File: config.mk
export PLATFORM = sky130hd
export DESIGN_NAME = biquad_iir_sample_filter_core
export DESIGN_NICKNAME = d
export VERILOG_FILES = /design/src/biq_pkg.sv /design/src/biq_mac.sv /design/src/biq_seq.sv /design/src/biq_out.sv /design/src/biquad_iir_sample_filter_core.sv
export SDC_FILE = /design/constraint.sdc
export NUM_CORES = 1
export LEC_CHECK = 0
export BUFFER_PORTS_ARGS = -buffer_cell sky130_fd_sc_hd__buf_2
export CAP_MARGIN = 0
export CORE_ASPECT_RATIO = 1.75
export CORE_MARGIN = 4
export CORE_UTILIZATION = 45
export CTS_CLUSTER_SIZE = 20
export DETAILED_ROUTE_END_ITERATION = 10
export SLEW_MARGIN = 5
export SYNTH_ARGS = -nofsm -noshare
export SYNTH_HDL_FRONTEND = slang
export SYNTH_SLANG_ARGS = --single-unit
File: constraint.sdc
create_clock -name clk -period 15.8 [get_ports clk]
set_input_delay 2.37 -clock clk [delete_from_list [all_inputs] [get_ports clk]]
set_output_delay 2.37 -clock clk [all_outputs]
set_load 0.03 [all_outputs]
File: src/biq_pkg.sv
`timescale 1ns / 1ps
`default_nettype none

package biq_pkg;

	// Field widths
	localparam int SAMPLE_W   = 24;
	localparam int FF_COEF_W  = 16;
	localparam int FB_COEF_W  = 18;
	localparam int GAIN_W     = 24;
	localparam int HIST_W     = 40;
	localparam int HIST_FRAC  = 8;
	localparam int OUT_W      = 32;

	// Both the gain product and the feedback sum drop 16 fraction bits
	localparam int RND_SHIFT  = 16;

	// Serial MAC sizing: widest product is S (42b) times gain (24b)
	localparam int ACC_W      = 68;
	localparam int RES_W      = ACC_W - RND_SHIFT;
	localparam int MPL_W      = 24;
	localparam int CNT_W      = 5;

	localparam logic signed [ACC_W-1:0] RND_INIT = ACC_W'(1) << (RND_SHIFT - 1);

	localparam logic signed [HIST_W-1:0] HIST_MAX = {1'b0, {(HIST_W-1){1'b1}}};
	localparam logic signed [HIST_W-1:0] HIST_MIN = {1'b1, {(HIST_W-1){1'b0}}};
	localparam logic signed [OUT_W-1:0]  OUT_MAX  = {1'b0, {(OUT_W-1){1'b1}}};
	localparam logic signed [OUT_W-1:0]  OUT_MIN  = {1'b1, {(OUT_W-1){1'b0}}};

	// Configuration port
	localparam int CFG_IDX_W  = 3;
	localparam int CFG_DATA_W = 24;

	typedef enum logic [CFG_IDX_W-1:0] {
		CFG_FF_COEF_0 = 3'd0,
		CFG_FF_COEF_1 = 3'd1,
		CFG_FF_COEF_2 = 3'd2,
		CFG_FB_COEF_1 = 3'd3,
		CFG_FB_COEF_2 = 3'd4,
		CFG_FF_GAIN   = 3'd5
	} cfg_reg_t;

	// Register reset values
	localparam logic signed [FF_COEF_W-1:0] FF_COEF_0_RST = 16'sd1;
	localparam logic signed [FF_COEF_W-1:0] FF_COEF_1_RST = 16'sd10;
	localparam logic signed [FF_COEF_W-1:0] FF_COEF_2_RST = 16'sd25;
	localparam logic signed [FB_COEF_W-1:0] FB_COEF_1_RST = -18'sd84766;
	localparam logic signed [FB_COEF_W-1:0] FB_COEF_2_RST = 18'sd32113;
	localparam logic [GAIN_W-1:0]           FF_GAIN_RST   = 24'd91771;

	// Sequencer
	typedef enum logic [2:0] {
		ST_IDLE,
		ST_LOAD,
		ST_RUN,
		ST_DIFF,
		ST_DONE
	} seq_state_t;

	typedef enum logic [1:0] {
		PH_FF,
		PH_GAIN,
		PH_FB
	} phase_t;

	// Sequencer to serial MAC
	typedef struct packed {
		logic start;
		logic acc_clr;
		logic rnd;
		logic step;
		logic sub;
	} mac_cmd_t;

	// Sequencer to output stage
	typedef struct packed {
		logic                     load;
		logic                     sat;
		logic signed [HIST_W-1:0] y;
	} out_req_t;

endpackage

`default_nettype wire

File: src/biq_mac.sv
`timescale 1ns / 1ps
`default_nettype none

// Bit-serial shift-add multiply-accumulate: one multiplier bit per cycle while cmd.step is set
module biq_mac import biq_pkg::*; (
	input  wire logic                    clk,
	input  wire mac_cmd_t                cmd,
	input  wire logic signed [ACC_W-1:0] mcand,
	input  wire logic [MPL_W-1:0]        mplier,
	output logic signed [ACC_W-1:0]      acc
);

	logic signed [ACC_W-1:0] mcand_q;
	logic [MPL_W-1:0]        mplier_q;
	logic signed [ACC_W-1:0] acc_q;
	logic signed [ACC_W-1:0] acc_d;

	// Add or subtract the shifted multiplicand when the current bit is set
	always_comb begin
		acc_d = acc_q;
		if (mplier_q[0]) begin
			if (cmd.sub) begin
				acc_d = acc_q - mcand_q;
			end else begin
				acc_d = acc_q + mcand_q;
			end
		end
	end

	// Operand shift registers and accumulator
	always_ff @(posedge clk) begin
		if (cmd.start) begin
			mcand_q  <= mcand;
			mplier_q <= mplier;
			if (cmd.acc_clr) begin
				acc_q <= cmd.rnd ? RND_INIT : '0;
			end
		end else if (cmd.step) begin
			acc_q    <= acc_d;
			mcand_q  <= mcand_q <<< 1;
			mplier_q <= mplier_q >> 1;
		end
	end

	assign acc = acc_q;

endmodule

`default_nettype wire

File: src/biq_seq.sv
`timescale 1ns / 1ps
`default_nettype none

// Sequencer: filter history, operand selection and the final difference
module biq_seq import biq_pkg::*; (
	input  wire logic                        clk,
	input  wire logic                        arst_n,
	input  wire logic                        in_valid,
	output logic                             in_ready,
	input  wire logic signed [SAMPLE_W-1:0]  sample,
	input  wire logic                        first_sample,
	input  wire logic signed [FF_COEF_W-1:0] ff_coef_0,
	input  wire logic signed [FF_COEF_W-1:0] ff_coef_1,
	input  wire logic signed [FF_COEF_W-1:0] ff_coef_2,
	input  wire logic signed [FB_COEF_W-1:0] fb_coef_1,
	input  wire logic signed [FB_COEF_W-1:0] fb_coef_2,
	input  wire logic [GAIN_W-1:0]           ff_gain,
	output mac_cmd_t                         mac_cmd,
	output logic signed [ACC_W-1:0]          mcand,
	output logic [MPL_W-1:0]                 mplier,
	input  wire logic signed [ACC_W-1:0]     acc,
	input  wire logic                        out_free,
	output out_req_t                         out_req
);

	seq_state_t state_q, state_d;
	phase_t     phase_q, phase_d;
	logic [1:0]       term_q, term_d;
	logic [CNT_W-1:0] cnt_q, cnt_d;

	logic signed [SAMPLE_W-1:0] x_q, x1_q, x2_q;
	logic signed [HIST_W-1:0]   y1_q, y2_q;
	logic signed [RES_W-1:0]    ff_q;
	logic                       sat_q;

	logic [CNT_W-1:0]         run_len;
	logic                     last_bit;
	logic                     last_term;
	logic                     accept;
	logic                     diff_en;
	logic                     ff_cap;
	logic signed [RES_W-1:0]  fb_res;
	logic signed [RES_W:0]    diff;
	logic [RES_W-HIST_W+1:0]  diff_hi;
	logic                     hist_ovf;
	logic signed [HIST_W-1:0] y_new;

	// Bits per product and terms per phase
	always_comb begin
		run_len   = CNT_W'(FF_COEF_W);
		last_term = 1'b0;
		unique case (phase_q)
			PH_FF: begin
				run_len   = CNT_W'(FF_COEF_W);
				last_term = (term_q == 2'd2);
			end
			PH_GAIN: begin
				run_len   = CNT_W'(GAIN_W);
				last_term = 1'b1;
			end
			PH_FB: begin
				run_len   = CNT_W'(FB_COEF_W);
				last_term = (term_q == 2'd1);
			end
			default: begin
				run_len   = CNT_W'(FF_COEF_W);
				last_term = 1'b1;
			end
		endcase
	end

	assign last_bit = (cnt_q == run_len - 1'b1);

	// Operand select for the product being loaded
	always_comb begin
		mcand  = '0;
		mplier = '0;
		unique case (phase_q)
			PH_FF: begin
				unique case (term_q)
					2'd0: begin
						mcand  = ACC_W'(x_q);
						mplier = MPL_W'($unsigned(ff_coef_0));
					end
					2'd1: begin
						mcand  = ACC_W'(x1_q);
						mplier = MPL_W'($unsigned(ff_coef_1));
					end
					default: begin
						mcand  = ACC_W'(x2_q);
						mplier = MPL_W'($unsigned(ff_coef_2));
					end
				endcase
			end
			PH_GAIN: begin
				// feedforward sum S sits in the accumulator
				mcand  = acc;
				mplier = ff_gain;
			end
			default: begin
				if (term_q == 2'd0) begin
					mcand  = ACC_W'(y1_q);
					mplier = MPL_W'($unsigned(fb_coef_1));
				end else begin
					mcand  = ACC_W'(y2_q);
					mplier = MPL_W'($unsigned(fb_coef_2));
				end
			end
		endcase
	end

	// New output history value: ff - fb, clipped to the history range
	always_comb begin
		fb_res   = RES_W'(acc >>> RND_SHIFT);
		diff     = {ff_q[RES_W-1], ff_q} - {fb_res[RES_W-1], fb_res};
		diff_hi  = diff[RES_W:HIST_W-1];
		hist_ovf = !((&diff_hi) || (~|diff_hi));
		if (hist_ovf) begin
			y_new = diff[RES_W] ? HIST_MIN : HIST_MAX;
		end else begin
			y_new = diff[HIST_W-1:0];
		end
	end

	// Next state and control
	always_comb begin
		state_d     = state_q;
		phase_d     = phase_q;
		term_d      = term_q;
		cnt_d       = cnt_q;
		in_ready    = 1'b0;
		accept      = 1'b0;
		diff_en     = 1'b0;
		ff_cap      = 1'b0;
		mac_cmd     = '0;
		out_req.load = 1'b0;
		out_req.sat  = sat_q;
		out_req.y    = y1_q;
		unique case (state_q)
			ST_IDLE: begin
				in_ready = 1'b1;
				if (in_valid) begin
					accept  = 1'b1;
					state_d = ST_LOAD;
					phase_d = PH_FF;
					term_d  = '0;
				end
			end
			ST_LOAD: begin
				mac_cmd.start   = 1'b1;
				mac_cmd.acc_clr = (term_q == 2'd0);
				mac_cmd.rnd     = (phase_q != PH_FF);
				ff_cap          = (phase_q == PH_FB) && (term_q == 2'd0);
				cnt_d           = '0;
				state_d         = ST_RUN;
			end
			ST_RUN: begin
				mac_cmd.step = 1'b1;
				// sign bit of a signed coefficient carries negative weight
				mac_cmd.sub  = last_bit && (phase_q != PH_GAIN);
				cnt_d        = cnt_q + 1'b1;
				if (last_bit) begin
					state_d = ST_LOAD;
					if (last_term) begin
						term_d = '0;
						unique case (phase_q)
							PH_FF:   phase_d = PH_GAIN;
							PH_GAIN: phase_d = PH_FB;
							default: state_d = ST_DIFF;
						endcase
					end else begin
						term_d = term_q + 1'b1;
					end
				end
			end
			ST_DIFF: begin
				diff_en = 1'b1;
				state_d = ST_DONE;
			end
			ST_DONE: begin
				if (out_free) begin
					out_req.load = 1'b1;
					state_d      = ST_IDLE;
				end
			end
			default: begin
				state_d = ST_IDLE;
			end
		endcase
	end

	// Control registers
	always_ff @(posedge clk or negedge arst_n) begin
		if (!arst_n) begin
			state_q <= ST_IDLE;
			phase_q <= PH_FF;
			term_q  <= '0;
			cnt_q   <= '0;
		end else begin
			state_q <= state_d;
			phase_q <= phase_d;
			term_q  <= term_d;
			cnt_q   <= cnt_d;
		end
	end

	// Filter history: cleared by reset and by a first sample
	always_ff @(posedge clk or negedge arst_n) begin
		if (!arst_n) begin
			x1_q <= '0;
			x2_q <= '0;
			y1_q <= '0;
			y2_q <= '0;
		end else if (accept && first_sample) begin
			x1_q <= '0;
			x2_q <= '0;
			y1_q <= '0;
			y2_q <= '0;
		end else if (diff_en) begin
			x2_q <= x1_q;
			x1_q <= x_q;
			y2_q <= y1_q;
			y1_q <= y_new;
		end
	end

	// Current sample, feedforward result, history clip flag
	always_ff @(posedge clk) begin
		if (accept) begin
			x_q <= sample;
		end
		if (ff_cap) begin
			ff_q <= RES_W'(acc >>> RND_SHIFT);
		end
		if (diff_en) begin
			sat_q <= hist_ovf;
		end
	end

endmodule

`default_nettype wire

File: src/biq_out.sv
`timescale 1ns / 1ps
`default_nettype none

// Output stage: round history value to integer, clip, hold for transfer
module biq_out import biq_pkg::*; (
	input  wire logic         clk,
	input  wire logic         arst_n,
	input  wire out_req_t     req,
	output logic              free,
	output logic              out_valid,
	input  wire logic         out_ready,
	output logic [OUT_W-1:0]  filtered,
	output logic              saturated
);

	localparam int RND_W = HIST_W + 1;
	localparam int INT_W = RND_W - HIST_FRAC;

	logic                     valid_q;
	logic [OUT_W-1:0]         data_q;
	logic                     sat_q;
	logic signed [RND_W-1:0]  rnd_sum;
	logic signed [INT_W-1:0]  int_val;
	logic [INT_W-OUT_W:0]     int_hi;
	logic                     out_ovf;
	logic [OUT_W-1:0]         out_val;

	// Round half up, then clip to the output range
	always_comb begin
		rnd_sum = {req.y[HIST_W-1], req.y} + (RND_W'(1) << (HIST_FRAC - 1));
		int_val = rnd_sum[RND_W-1:HIST_FRAC];
		int_hi  = int_val[INT_W-1:OUT_W-1];
		out_ovf = !((&int_hi) || (~|int_hi));
		if (out_ovf) begin
			out_val = int_val[INT_W-1] ? OUT_MIN : OUT_MAX;
		end else begin
			out_val = int_val[OUT_W-1:0];
		end
	end

	assign free = !valid_q || out_ready;

	// Output valid
	always_ff @(posedge clk or negedge arst_n) begin
		if (!arst_n) begin
			valid_q <= 1'b0;
		end else if (req.load) begin
			valid_q <= 1'b1;
		end else if (out_ready) begin
			valid_q <= 1'b0;
		end
	end

	// Output payload
	always_ff @(posedge clk) begin
		if (req.load) begin
			data_q <= out_val;
			sat_q  <= req.sat || out_ovf;
		end
	end

	assign out_valid = valid_q;
	assign filtered  = data_q;
	assign saturated = sat_q;

endmodule

`default_nettype wire

File: src/biquad_iir_sample_filter_core.sv
// Samples are processed one at a time: a new input is accepted only in the idle state,
// after the previous result has been handed to the output register. The bit-serial MAC
// takes one multiplier bit a cycle over six products (3 x 16 + 24 + 2 x 18 bits) plus a load
// step per product; a result not yet taken holds the sequencer at its last step.
// Reset (arst_n low) restores default coefficients, zeroes the filter history and
// empties the output register.
`timescale 1ns / 1ps
`default_nettype none

module biquad_iir_sample_filter_core import biq_pkg::*; (
	input  wire logic                  clk,
	input  wire logic                  arst_n,

	input  wire logic                  s_axis_tvalid,
	output logic                       s_axis_tready,
	input  wire logic [SAMPLE_W-1:0]   s_axis_tdata,   // [23:0] sample
	input  wire logic                  s_axis_tuser,   // [0] first_sample

	output logic                       m_axis_tvalid,
	input  wire logic                  m_axis_tready,
	output logic [OUT_W-1:0]           m_axis_tdata,   // [31:0] filtered
	output logic                       m_axis_tuser,   // [0] saturated

	input  wire logic                  cfg_valid,
	output logic                       cfg_ready,
	input  wire logic [CFG_IDX_W-1:0]  cfg_index,
	input  wire logic [CFG_DATA_W-1:0] cfg_data
);

	logic signed [FF_COEF_W-1:0] ff_coef_0_q, ff_coef_1_q, ff_coef_2_q;
	logic signed [FB_COEF_W-1:0] fb_coef_1_q, fb_coef_2_q;
	logic [GAIN_W-1:0]           ff_gain_q;

	mac_cmd_t                mac_cmd;
	logic signed [ACC_W-1:0] mcand;
	logic [MPL_W-1:0]        mplier;
	logic signed [ACC_W-1:0] acc;
	out_req_t                out_req;
	logic                    out_free;

	assign cfg_ready = 1'b1;

	// Coefficient registers
	always_ff @(posedge clk or negedge arst_n) begin
		if (!arst_n) begin
			ff_coef_0_q <= FF_COEF_0_RST;
			ff_coef_1_q <= FF_COEF_1_RST;
			ff_coef_2_q <= FF_COEF_2_RST;
			fb_coef_1_q <= FB_COEF_1_RST;
			fb_coef_2_q <= FB_COEF_2_RST;
			ff_gain_q   <= FF_GAIN_RST;
		end else if (cfg_valid && cfg_ready) begin
			unique case (cfg_reg_t'(cfg_index))
				CFG_FF_COEF_0: ff_coef_0_q <= cfg_data[FF_COEF_W-1:0];
				CFG_FF_COEF_1: ff_coef_1_q <= cfg_data[FF_COEF_W-1:0];
				CFG_FF_COEF_2: ff_coef_2_q <= cfg_data[FF_COEF_W-1:0];
				CFG_FB_COEF_1: fb_coef_1_q <= cfg_data[FB_COEF_W-1:0];
				CFG_FB_COEF_2: fb_coef_2_q <= cfg_data[FB_COEF_W-1:0];
				CFG_FF_GAIN:   ff_gain_q   <= cfg_data[GAIN_W-1:0];
				default: ;
			endcase
		end
	end

	biq_seq u_seq (
		.clk          (clk),
		.arst_n       (arst_n),
		.in_valid     (s_axis_tvalid),
		.in_ready     (s_axis_tready),
		.sample       (s_axis_tdata),
		.first_sample (s_axis_tuser),
		.ff_coef_0    (ff_coef_0_q),
		.ff_coef_1    (ff_coef_1_q),
		.ff_coef_2    (ff_coef_2_q),
		.fb_coef_1    (fb_coef_1_q),
		.fb_coef_2    (fb_coef_2_q),
		.ff_gain      (ff_gain_q),
		.mac_cmd      (mac_cmd),
		.mcand        (mcand),
		.mplier       (mplier),
		.acc          (acc),
		.out_free     (out_free),
		.out_req      (out_req)
	);

	biq_mac u_mac (
		.clk    (clk),
		.cmd    (mac_cmd),
		.mcand  (mcand),
		.mplier (mplier),
		.acc    (acc)
	);

	biq_out u_out (
		.clk       (clk),
		.arst_n    (arst_n),
		.req       (out_req),
		.free      (out_free),
		.out_valid (m_axis_tvalid),
		.out_ready (m_axis_tready),
		.filtered  (m_axis_tdata),
		.saturated (m_axis_tuser)
	);

endmodule

`default_nettype wire

==> results by group, run 1 <==
STA
  • Final WS setup: 9370 ps
  • Minimum hold slack: 488 ps
  • Period minus WS final: 6430 ps
  • # setup viols final: 0
  • Measured slew at the worst slew-check pin: 1380 ps
  • Slew HR: 0.0735
  • Setup TNS: 0 ps
  • Setup Skew: 18.7 ps
  • FMAX: 155 MHz
  • Final hold violation count: 0
  • Fin crit share: 0.407
  • Final slew viol count: 0
  • Unrepaired setup endpoints after global routing: no

Logic synthesis
  • Most common library cells after synthesis: nand2_1, edfxtp_1, nor2_1, a21oi_1, dfrtp_1
  • Count leader, synth: nand2_1
  • Share of the synthesized area in the top cell type: 0.260
  • Yosys reg bits: 519
  • Cell accounting for the most synthesized area: edfxtp_1
  • Ys async rst share: 0.480
  • Syn Inst Count: 3,155
  • Syn avg cell area: 9.89 um2
  • Post-Syn Area: 31,200 um2
  • Syn_nets: 3,342
  • Sequential fraction of the synthesis area: 0.461
  • Most used DFF post-synth: edfxtp_1
  • Post-synth EDFFs: 270
  • Main area contributors after synthesis: edfxtp_1, dfrtp_1, ha_1
  • Count of cell types in the netlist: 94
  • Yosys warns: 0

Final layout
  • Share of layout cells above drive strength 1: 0.133
  • Nets@finish: 3,315
  • Fill cells: 6,419
  • Final core utilization: 0.493
  • Area grow syn2layout: 8.49%

Clock network
  • Worst-Skew Late Latency: 630 ps
  • Postcts setup bufs: 0
  • TritonCTS clock tree: yes
  • Root buffer cell: clkbuf_16
  • Num CTS Buffers: 50
  • CTS Buffer Depth: 3
  • CTS Hold Bufs: 0
  • Clock sink count: 519
  • H-tree depth: 2
  • # resized after CTS: 0
  • Reg clk slew, reported paths: 70 ps

Hold path
  • Hold Crit Start: u_seq.y2_q[33]$_DFFE_PN0P_
  • Worst min path class: reg -> reg
  • Min-Delay Path Depth: 2
  • Hold Path End: u_seq.y2_q[33]$_DFFE_PN0P_

Detailed routing
  • First-pass iteration count of the detailed router: 5
  • Initial DRC Count: 1,505
  • Final ANT Viol Nets: 0
  • Wire length per cell: 22.7 um
  • DRT Wirelength: 92.6 mm
  • # DRC: 0
  • Number of vias per cell: 6.07
  • DR vias: 24,724

Die
  • Core ar.: 68,600 um2
  • Die height: 356 um
  • # rows: 127
  • Initial core utilization: 0.455
  • Horiz. Die Dim: 207 um
  • I/O pin count: 93
  • Overall die area: 73,800 um2

Global route
  • Largest net degree at the start of global routing: 129
  • Number of global-route vias before repair: 25,107
  • Grt met1 use: 0.274
  • GRT met2 Usage: 0.444
  • Grt ovf: 0
  • Wire length of the first global-routing pass: 143 mm
  • Antenna violations before repair: 1
  • Total track usage: 0.241
  • M3 GR Usage: 0.0258
  • Most used routing layer: met2

Critical path
  • R2R Path End: u_mac.acc[67]$_SDFFCE_PP0P_
  • Critical Path Start Type: flip-flop
  • Crit path DAT: 6910 ps
  • R2r worst-path depth: 20
  • Crit path max fanout: 9
  • Worst r2r src: u_mac.mcand_q[12]$_DFFE_PP_
  • Crit end category: flip-flop
  • CP required: 16,280 ps
  • FF-to-FF setup slack: 9370 ps
  • CP Class: reg -> reg

Power and ir drop
  • Pwr dens: 247 nW/um2
  • Worst IR Drop VDD: 122 uV
  • Overall Power: 8370 uW
  • Switch share: 0.465
  • Int Pwr: 4480 uW
  • Psw: 3890 uW
  • Combinational Power Share: 0.545
  • Clock share of power: 0.139
  • Leak: 0.0139 uW
  • Share of power burned in registers: 0.316

Place
  • Gpl congestion: 0.926
  • DP Worst Slack: 9410 ps
  • IO buf count: 91
  • Detailed placement HPWL: 67.0 mm

Outcome
  • Outcome: finished clean

Flow run
  • Maxcap violations: 0
[worst max path at each step]
stage                                 startpoint                     endpoint  slack, ps  cells past startpoint
detailed placement    u_mac.mcand_q[5]$_DFFE_PP_  u_mac.acc[66]$_SDFFCE_PP0P_       9410                     15
CTS                  u_mac.mcand_q[12]$_DFFE_PP_  u_mac.acc[66]$_SDFFCE_PP0P_       9380                     15
global placement    u_seq.phase_q[1]$_DFFE_PN0P_  u_mac.acc[66]$_SDFFCE_PP0P_       9500                     19
finish               u_mac.mcand_q[12]$_DFFE_PP_  u_mac.acc[67]$_SDFFCE_PP0P_       9370                     20
global route        u_seq.phase_q[0]$_DFFE_PN0P_  u_mac.acc[66]$_SDFFCE_PP0P_       8990                     19
floorplan             u_mac.mcand_q[5]$_DFFE_PP_  u_mac.acc[67]$_SDFFCE_PP0P_      10500                     22
[kinds of logic after synthesis]
logic type      Yosys count  share of synthesized area
compound gates          851                      0.187
xor+xnor                189                     0.0530
mux                     173                     0.0604
buf+inv                 302                     0.0380
flops                   519                      0.461
simple gates            990                      0.148
other cells               1                   0.000120
fa+ha+maj               130                     0.0526
[flip-flops by register name (all words and copies together), names as in the netlist, 32 cells and up]
register / cells
u_mac.acc: 68
u_mac.mcand_q: 68
u_seq.ff_q: 52
u_seq.y1_q: 40
u_seq.y2_q: 40
u_out.filtered: 32
[layer usage]
metal / up-vias / wire length [um] / part of all wire
li1: 11584 / - / -
met1: 12165 / 35200 / 0.38
met2: 739 / 48000 / 0.52
met3: 236 / 3610 / 0.039
met4: 0 / 5780 / 0.062
met5: - / 0 / 0
[placed cells by master, fill, tap and decap left out, drive strengths merged, types with 56 or more instances in the layout]
cell    count
nand2     370
edfxtp    270
nor2      237
a21oi     216
dfrtp     213
o21ai     185
ha        128
mux2      124
buf       121
nand3     115
inv       104
xnor2     102
xor2       87
a22o       85
clkbuf     78
a221oi     56
nor3       56
[worst max-delay path, stage by stage, from the launching register on]
cell and delay (ps):
edfxtp_1 450, nor4_1 480, nor3b_1 490, nand4_1 350
or4_1 630, or2_1 340, o31ai_1 600, o21ai_0 240
xnor2_1 180, ha_1 400, inv_1 130, o21bai_1 90
a21o_1 210, a31oi_1 180, o21bai_1 100, a311o_1 380
a2111oi_0 450, nor3_1 150, nor4_1 200, mux2i_1 130
nand4_1 90
[final cells by class]
class,instances,area [um2],area share
Antenna cell,1,2.50,0.0000739
Multi-Input combinational cell,2334,15800,0.465
Inverter,102,384,0.0113
Clock buffer,78,1410,0.0416
Timing Repair Buffer,121,703,0.0208
Tap cell,903,1130,0.0334
Clock inverter,16,98.8,0.00292
Sequential cell,519,14400,0.425
[metrics by stage]
stage          area (um2)  std cells
3_3_place_gp        32400       3979
3_5_place_dp        32400       3979
2_1_floorplan       31200       3155
4_1_cts             33900       4073
6_report            33900       4074
5_1_grt             33900       4073
[power groups by stage]
stage / logic [uW] / registers [uW] / clock network (uW)
6_report: 4560 / 2640 / 1170
5_1_grt: 4990 / 2700 / 1240
4_1_cts: 4540 / 2640 / 1200
3_5_place_dp: 4520 / 2660 / 0
3_3_place_gp: 4470 / 2640 / 0
2_1_floorplan: 3330 / 2490 / 0
(Power assumes the default switching activity.)
==> inputs of run 2 (changes only) <==
Clock period 15.8 ns to 6.57 ns, I/O delays scaled along.
==> run 2 against run 1 <==
  * Sequential share of layout area down 0.29 points
  * Cell area up 0.70%
  * Maximum frequency up 4.7%
  * Sequential cell count unchanged
  * Non-clock buffer count up 11
  * Critical endpoint unchanged
  * Largest power group unchanged
==> results by group, run 2 (synthesized netlist as in run 1, its figures left out) <==
STA
  • Unrepaired setup endpoints after global routing: no
  • Measured slew at the worst slew-check pin: 1200 ps
  • Slew HR: 0.201
  • Period minus WS final: 6140 ps
  • Final slew viol count: 0
  • Final hold violation count: 0
  • Setup TNS: 0 ps
  • # setup viols final: 0
  • Fin crit share: 0.935
  • Setup Skew: 28.5 ps
  • FMAX: 163 MHz

Global route
  • Total track usage: 0.245
  • Wire length of the first global-routing pass: 145 mm
  • Number of global-route vias before repair: 25,016
  • Largest net degree at the start of global routing: 148
  • Grt ovf: 0
  • Antenna violations before repair: 1

Place
  • IO buf count: 91
  • Gpl congestion: 0.967
  • Detailed placement HPWL: 69.0 mm
  • Dpl cells: 3,990

Detailed routing
  • DR vias: 24,821
  • First-pass iteration count of the detailed router: 5
  • # DRC: 0
  • DRT Wirelength: 93.8 mm
  • Final ANT Viol Nets: 0
  • Number of vias per cell: 6.08
  • Wire length per cell: 23.0 um
  • Initial DRC Count: 1,687

Clock network
  • Postcts setup bufs: 0
  • CTS Hold Bufs: 0
  • Num CTS Buffers: 48
  • TritonCTS clock tree: yes
  • H-tree depth: 2
  • CTS Buffer Depth: 3
  • # resized after CTS: 0
  • Clock sink count: 519
  • Reg clk slew, reported paths: 70 ps
  • Worst-Skew Late Latency: 620 ps
  • Root buffer cell: clkbuf_16

Final layout
  • Fill cells: 6,372
  • Most common cell after layout, fill and taps aside: nand2_1
  • Area grow syn2layout: 9.24%
  • Share of layout cells above drive strength 1: 0.140
  • Nets@finish: 3,324
  • Most frequent cells in the layout: nand2_1, edfxtp_1, nor2_1
  • Layout Cells excl Fill: 4,080

Critical path
  • Buffers plus inverters on the worst setup path: 0
  • CP Class: reg -> reg
  • CP required: 7030 ps
  • CP top delay family: simple AND/OR/NAND/NOR gates
  • Critical Path Start Type: flip-flop
  • Worst stage delay on the critical path: 640 ps
  • Crit path max fanout: 7
  • Crit path DAT: 6600 ps
  • Critical-path top delay cell: or4_1
  • CP cell instances: or4_1 -> nor4_2 -> and2_1 -> nand3_2 -> or4_4 -> nor4b_4 -> and2_0 -> a21oi_1 -> xnor2_1 -> ha_1 -> a21oi_1 -> o21bai_1 -> a21o_1 -> a31oi_1 -> o21bai_1 -> a311o_1 -> a2111oi_0 -> nor3_1 -> nor4_1 -> mux2i_1 -> nand4_1
  • Crit end category: flip-flop

Die
  • Horiz. Die Dim: 207 um
  • Initial core utilization: 0.455
  • Die height: 356 um
  • # rows: 127
  • Core ar.: 68,600 um2
  • I/O pin count: 93
  • Overall die area: 73,800 um2

Power and ir drop
  • Worst IR Drop VDD: 465 uV
  • Pwr dens: 600 nW/um2
  • Leak: 0.0140 uW

Hold path
  • Worst min path class: in -> async

Flow run
  • Maxcap violations: 0

Outcome
  • Outcome: finished clean
[run 2: worst register-to-register path, cell delays in order (launching register included)]
cell       delay [ps]
edfxtp_1          440
or4_1             640
nor4_2            360
and2_1            300
nand3_2           160
or4_4             620
nor4b_4           410
and2_0            220
a21oi_1           100
xnor2_1           150
ha_1              380
a21oi_1           230
o21bai_1           90
a21o_1            200
a31oi_1           180
o21bai_1          100
a311o_1           390
a2111oi_0         510
nor3_1            150
nor4_1            200
mux2i_1           120
nand4_1            80
[run 2: through the flow]
| step | area [um2] | setup WS, ps | utilization | power (uW) | hold slack, ps |
|---|---|---|---|---|---|
| after floorplan | 31200 | 1270 | - | 14000 | 446 |
| after global placement | 32400 | 613 | 0.473 | 17300 | 465 |
| after detailed placement | 32400 | 541 | 0.473 | 17400 | 477 |
| after CTS | 34100 | 494 | 0.497 | 20500 | 438 |
| after global routing | 34100 | 3.59 | 0.497 | 21900 | 460 |
| final | 34100 | 426 | 0.497 | 20500 | 421 |
[run 2: path summary, 6_finish.rpt]
check | startpoint | end | slack (ps) | cells past startpoint
worst max-delay path | u_mac.mcand_q[5]$_DFFE_PP_ | u_mac.acc[67]$_SDFFCE_PP0P_ | 430 | 21
worst min-delay path | arst_n | fb_coef_2_q[9]$_DFFE_PN0P_ | 420 | 1
worst max register to register | u_mac.mcand_q[5]$_DFFE_PP_ | u_mac.acc[67]$_SDFFCE_PP0P_ | 430 | 21
worst min register to register | u_seq.y2_q[16]$_DFFE_PN0P_ | u_seq.y2_q[16]$_DFFE_PN0P_ | 490 | 2
max in group asynchronous | arst_n | u_seq.y2_q[30]$_DFFE_PN0P_ | 4730 | 2
min in group clk | u_seq.y2_q[16]$_DFFE_PN0P_ | u_seq.y2_q[16]$_DFFE_PN0P_ | 490 | 2
[run 2: layout make-up]
class | instances | area [um2] | share of cell area
clock inverters | 21 | 228 | 0.00668
inverters | 102 | 384 | 0.0113
flip-flops and latches | 519 | 14400 | 0.422
well taps | 903 | 1130 | 0.0331
multi-input cells | 2334 | 15800 | 0.462
repair buffers | 132 | 798 | 0.0234
clock buffers | 68 | 1420 | 0.0417
diodes | 1 | 2.50 | 0.0000734
[run 2: power breakdown]
| group | total (uW) | switching, uW | internal [uW] |
|---|---|---|---|
| registers | 6480 | 1230 | 5250 |
| logic | 11000 | 6920 | 4090 |
| clock network | 2970 | 1300 | 1680 |
[run 2: per-layer routing]
metal | wire length, um | track usage
met5 | 13 | 0
met4 | 5890 | 0.132
met3 | 3270 | 0.0258
met2 | 49500 | 0.459
met1 | 35100 | 0.273
